$ cat config.mk
export PLATFORM = sky130hd
export DESIGN_NAME = lpd_hdr_track
export DESIGN_NICKNAME = d
export VERILOG_FILES = /design/src/design/lpd_pkg.sv /design/src/design/lpd_hdr_track.sv
export SDC_FILE = /design/constraint.sdc
export NUM_CORES = 1
export LEC_CHECK = 0
export BUFFER_PORTS_ARGS = -buffer_cell sky130_fd_sc_hd__buf_2
export CAP_MARGIN = 25
export CORE_MARGIN = 2
export CORE_UTILIZATION = 35
export CTS_CLUSTER_DIAMETER = 30
export CTS_CLUSTER_SIZE = 28
export DETAILED_ROUTE_END_ITERATION = 6
export GPL_ROUTABILITY_DRIVEN = 0
export HOLD_SLACK_MARGIN = 0.12
export PLACE_DENSITY = 0.6
export SKIP_CTS_REPAIR_TIMING = 1
export SYNTH_ARGS = -nofsm -noshare
export SYNTH_HDL_FRONTEND = slang
export SYNTH_SLANG_ARGS = --single-unit
$ cat constraint.sdc
create_clock -name clk -period 4.2 [get_ports clk]
set_input_delay 0.84 -clock clk [delete_from_list [all_inputs] [get_ports clk]]
set_output_delay 0.84 -clock clk [all_outputs]
set_load 0.005 [all_outputs]
$ cat src/design/lpd_pkg.sv
// Shared types and constants for the length-prefixed deframer.
// No dependencies; compiled first.
package lpd_pkg;

    // Low bits of the header length field that are kept (8 to 32)
    localparam int LENGTH_WIDTH = 32;

    // Header layout: four length bytes, then four type bytes
    localparam int HDR_BYTES   = 8;
    localparam int CNT_WIDTH   = 4;
    localparam int TYPE_WIDTH  = 32;
    localparam int BYTE_WIDTH  = 8;

    // Header position of the last type byte
    localparam logic [2:0] HDR_LAST_POS = 3'(HDR_BYTES - 1);

    typedef logic [LENGTH_WIDTH-1:0] len_t;
    typedef logic [TYPE_WIDTH-1:0]   type_word_t;
    typedef logic [BYTE_WIDTH-1:0]   byte_t;
    typedef logic [CNT_WIDTH-1:0]    hdr_cnt_t;

    // One result request, produced by the header tracker for the output stage
    typedef struct packed {
        logic       valid;
        byte_t      payload_byte;
        type_word_t frame_type;
        logic       has_data;
        logic       last;
    } lpd_result_t;

endpackage

$ cat src/design/lpd_hdr_track.sv
// Header tracker: assembles length and type, counts payload bytes and
// forms the result request for each payload byte and empty frame. Depends on lpd_pkg.
module lpd_hdr_track import lpd_pkg::*;
(
    input  logic        clk,
    input  logic        rst_n,
    input  logic        take,
    input  byte_t       stream_byte,
    output lpd_result_t res
);

    hdr_cnt_t   cnt_reg,  cnt_next;
    len_t       len_reg,  len_next;
    type_word_t type_reg, type_next;
    len_t       left_reg, left_next;

    logic [2:0] pos;
    logic       in_payload;

    // Payload phase with nothing left restarts the header at byte zero
    assign in_payload = cnt_reg[3] && (left_reg != '0);
    assign pos        = cnt_reg[3] ? 3'd0 : cnt_reg[2:0];

    // Decode the byte against the current phase
    always_comb
    begin
        cnt_next  = cnt_reg;
        len_next  = len_reg;
        type_next = type_reg;
        left_next = left_reg;
        res       = '0;

        if (in_payload)
        begin
            // Payload phase: emit the byte, close the frame on the final one
            left_next        = left_reg - len_t'(1);
            res.valid        = 1'b1;
            res.payload_byte = stream_byte;
            res.frame_type   = type_reg;
            res.has_data     = 1'b1;
            res.last         = (left_reg == len_t'(1));
            if (res.last)
            begin
                cnt_next = '0;
            end
        end
        else
        begin
            // Header phase: write the byte into its lane
            if (!pos[2])
            begin
                for (int i = 0; i < LENGTH_WIDTH; i++)
                begin
                    if (pos[1:0] == 2'(i >> 3))
                    begin
                        len_next[i] = stream_byte[3'(i & 7)];
                    end
                end
            end
            else
            begin
                for (int k = 0; k < 4; k++)
                begin
                    if (pos[1:0] == 2'(k))
                    begin
                        type_next[8*k +: 8] = stream_byte;
                    end
                end
            end
            cnt_next = hdr_cnt_t'(pos) + hdr_cnt_t'(1);

            // Header complete: start payload, or mark an empty frame
            if (pos == HDR_LAST_POS)
            begin
                if (len_reg == '0)
                begin
                    cnt_next       = '0;
                    left_next      = '0;
                    res.valid      = 1'b1;
                    res.frame_type = {stream_byte, type_reg[23:0]};
                    res.last       = 1'b1;
                end
                else
                begin
                    left_next = len_reg;
                end
            end
        end
    end

    // Advance state on each accepted byte
    always_ff @(posedge clk or negedge rst_n)
    begin
        if (!rst_n)
        begin
            cnt_reg  <= '0;
            len_reg  <= '0;
            type_reg <= '0;
            left_reg <= '0;
        end
        else if (take)
        begin
            cnt_reg  <= cnt_next;
            len_reg  <= len_next;
            type_reg <= type_next;
            left_reg <= left_next;
        end
    end

endmodule

==> flow_metrics.env <==
export IMPL_antenna_found_initial=0
export IMPL_dpl_cell_area_sq_mm=0.00491
export IMPL_diodes=0
export IMPL_syn_avg_cell_area_sq_um=10.0
export IMPL_clock_fmax_mhz=257
export IMPL_wire_per_inst_microns=16.7
export IMPL_p_clk_share_pct=21.5
export IMPL_worstPathRequired_ps=3360
export IMPL_synth_seq_cells=84
export IMPL_grt_ovfl_total=0
export IMPL_ioPinCount=54
export IMPL_core_area_sq_mm=0.0125
export IMPL_synthToLayoutAreaGrowth_pct=16.3
export IMPL_synth_distinct_cells=59
export IMPL_hold_viol=0
export IMPL_clockBufferDepth=2
export IMPL_ys_flop_type="dfrtp_1"
export IMPL_fp_dieArea_sq_mm=0.0136
export IMPL_multi_input_area_sq_mm=0.00221
export IMPL_final_setup_tns_ps=0
export IMPL_period_needed_ps=3890
export IMPL_die_x_microns=117
export IMPL_hpwl_mm=7.65
export IMPL_critPathMaxStageDelay_ps=510
export IMPL_cts_tree="done"
export IMPL_maxCapViolCount=0
export IMPL_switchingPower_w=0.00121
export IMPL_async_flop_share_pct=100
export IMPL_vias=3575
export IMPL_synth_yosys_seq_area_share_pct=47.2
export IMPL_status="complete, no violations"
export IMPL_vias_per_cell=5.35
export IMPL_min_path_type="flip-flop to flip-flop"
export IMPL_synth_edf_count=0
export IMPL_clkTransAtPathRegs_ps=60
export IMPL_grt_pass1_vias=3617
export IMPL_layoutNonFillerInstCount=668
export IMPL_cts_buffers=9
export IMPL_drtAntennaViolNets=0
export IMPL_critPathKind="flip-flop to output pin"
export IMPL_dr_pass1_iters=6
export IMPL_ys_warn_count=0
export IMPL_io_buffer_count=53
export IMPL_regArea_sq_mm=0.00210
export IMPL_max_vdd_ir_drop_mv=0.298
export IMPL_grt_max_degree=45
export IMPL_die_height_microns=117
export IMPL_startpoint_type="flip-flop"
export IMPL_p_seq_share_pct=44.0
export IMPL_cp_common_cell="ha_1"
export IMPL_drive_above_1_share_pct=25.8
export IMPL_track_usage_pct=17.8
export IMPL_root_buffer="clkbuf_16"
export IMPL_n_fill_cell=1279
export IMPL_worstPathArrival_ps=3050
export IMPL_endpoint_kind="output pin"
export IMPL_insertion_delay_ps=340
export IMPL_slew_viol_final=0
export IMPL_combinationalPowerShare_pct=34.6
export IMPL_grt_pass1_wl_mm=18.8
export IMPL_fin_area_sq_mm=0.00517
export IMPL_powerDensity_mw_per_mm2=639
export IMPL_drcViolationCount=0
export IMPL_setup_viol=0
export IMPL_slew_headroom_pct=47.7
export IMPL_switching_share_pct=36.7
export IMPL_grt_setup_unrepaired="false"
export IMPL_synth_nets=462
export IMPL_routed_wl_mm=11.2
export IMPL_slowest_stage="dfrtp_1"
export IMPL_dp_cells=653
export IMPL_worst_pin_slew_ps=782
export IMPL_rows=41
export IMPL_finalCritPeriodShare_pct=92.7
export IMPL_nets=511
export IMPL_critPathMaxFanout=26
export IMPL_first_iter_violations=238
export IMPL_cts_max_level=3
export IMPL_cts_sinks=84
export IMPL_syn_instance_count=443
export IMPL_p_int_w=0.00209
export IMPL_syn_area_sq_mm=0.00445
export IMPL_path_cells="nand2b_1 -> inv_1 -> ha_1 -> ha_1 -> nor2b_1 -> nand4_1 -> nor4_1 -> or2_2 -> and2_1 -> buf_2"
export IMPL_start_util_pct=35.6
export IMPL_skew_ps=5.07
export IMPL_leakagePower_nw=2.35
==> critical path: cells and delay by family, from the launching register on <==
kind	cells	cell delay, ps
flip-flops	1	510
buffers and inverters	2	230
AND/OR/NAND/NOR	6	1430
adder cells (fa/ha/maj)	2	540
==> cells in the mapped netlist, drive strengths merged (7+ instances only) <==
cell type	count	area, sq um
a21oi	10	50.1
and2	33	206
buf	10	50.1
clkbuf	13	48.8
dfrtp	84	2100
ha	8	100
inv	10	37.5
mux2	41	462
nand2	56	210
nand3	21	105
nor2	27	104
nor3	16	91.3
nor4	22	168
o21ai	9	45.0
or3	7	43.8
or4	7	60.1
xnor2	14	123
==> worst paths after layout <==
| check | startpoint | endpoint | slack (ps) | cells after the start |
|---|---|---|---|---|
| min in group asynchronous | rst_n | left_reg[5] | 490 | 1 |
| max reg2reg | left_reg[21] | left_reg[9] | 890 | 9 |
| max in group asynchronous | rst_n | type_reg[30] | 3120 | 2 |
| min reg2reg | type_reg[29] | type_reg[29] | 480 | 2 |
| min | type_reg[29] | type_reg[29] | 480 | 2 |
| max | cnt_reg[3] | res[8] | 310 | 10 |
==> routing by layer <==
metal  GRT usage, %  wire (microns)  vias up
met2           27.8            5120      124
li1               -               -     1681
met1           24.5            5160     1756
met3           4.36             700       14
met4           5.41             170        0
met5              0               0        -
==> power groups by stage <==
| stage | Combinational, W | Sequential (W) | Clock (W) |
|---|---|---|---|
| after floorplan | 0.000882 | 0.00136 | 0 |
| after global placement | 0.00110 | 0.00146 | 0 |
| after detailed placement | 0.00114 | 0.00146 | 0 |
| after CTS | 0.00115 | 0.00145 | 0.000729 |
| after global routing | 0.00129 | 0.00151 | 0.000772 |
| final | 0.00114 | 0.00146 | 0.000710 |
==> cells by family after synthesis <==
logic type,count (synthesis),synth area share (%)
simple gates,211,25.9
buf+inv,33,3.06
flops,84,47.2
xor+xnor,14,2.76
mux,43,10.8
compound gates,50,7.98
fa+ha+maj,8,2.25
==> metrics by stage <==
stage / hold slack [ps] / setup slack, ps / power (W) / util (%)
3_3_place_gp: 458 / 577 / 0.00256 / 39.0
3_5_place_dp: 465 / 464 / 0.00261 / 39.3
2_1_floorplan: 446 / 235 / 0.00224 / -
5_1_grt: 513 / 6.22 / 0.00357 / 41.3
4_1_cts: 480 / 80.4 / 0.00333 / 41.3
6_report: 481 / 307 / 0.00331 / 41.3
==> placed cells by master (no fill, tap or decap), drive strengths merged, types with 4 or more instances in the layout <==
cell,instances
a21oi,10
a22o,4
a31oi,4
and2,33
buf,61
clkbuf,11
clkinv,4
dfrtp,84
ha,8
inv,10
mux2,41
nand2,56
nand2b,4
nand3,21
nor2,27
nor3,16
nor4,22
o21ai,9
o22ai,5
or2,5
or3,7
or4,7
xnor2,14
==> area by class of cell <==
class / count / area share [%]
clock inverters: 4 / 0.532
well taps: 172 / 4.16
clock buffers: 11 / 4.50
multi-input cells: 326 / 42.7
repair buffers: 61 / 6.72
inverters: 10 / 0.725
flip-flops and latches: 84 / 40.6
(Power assumes the default switching activity.)
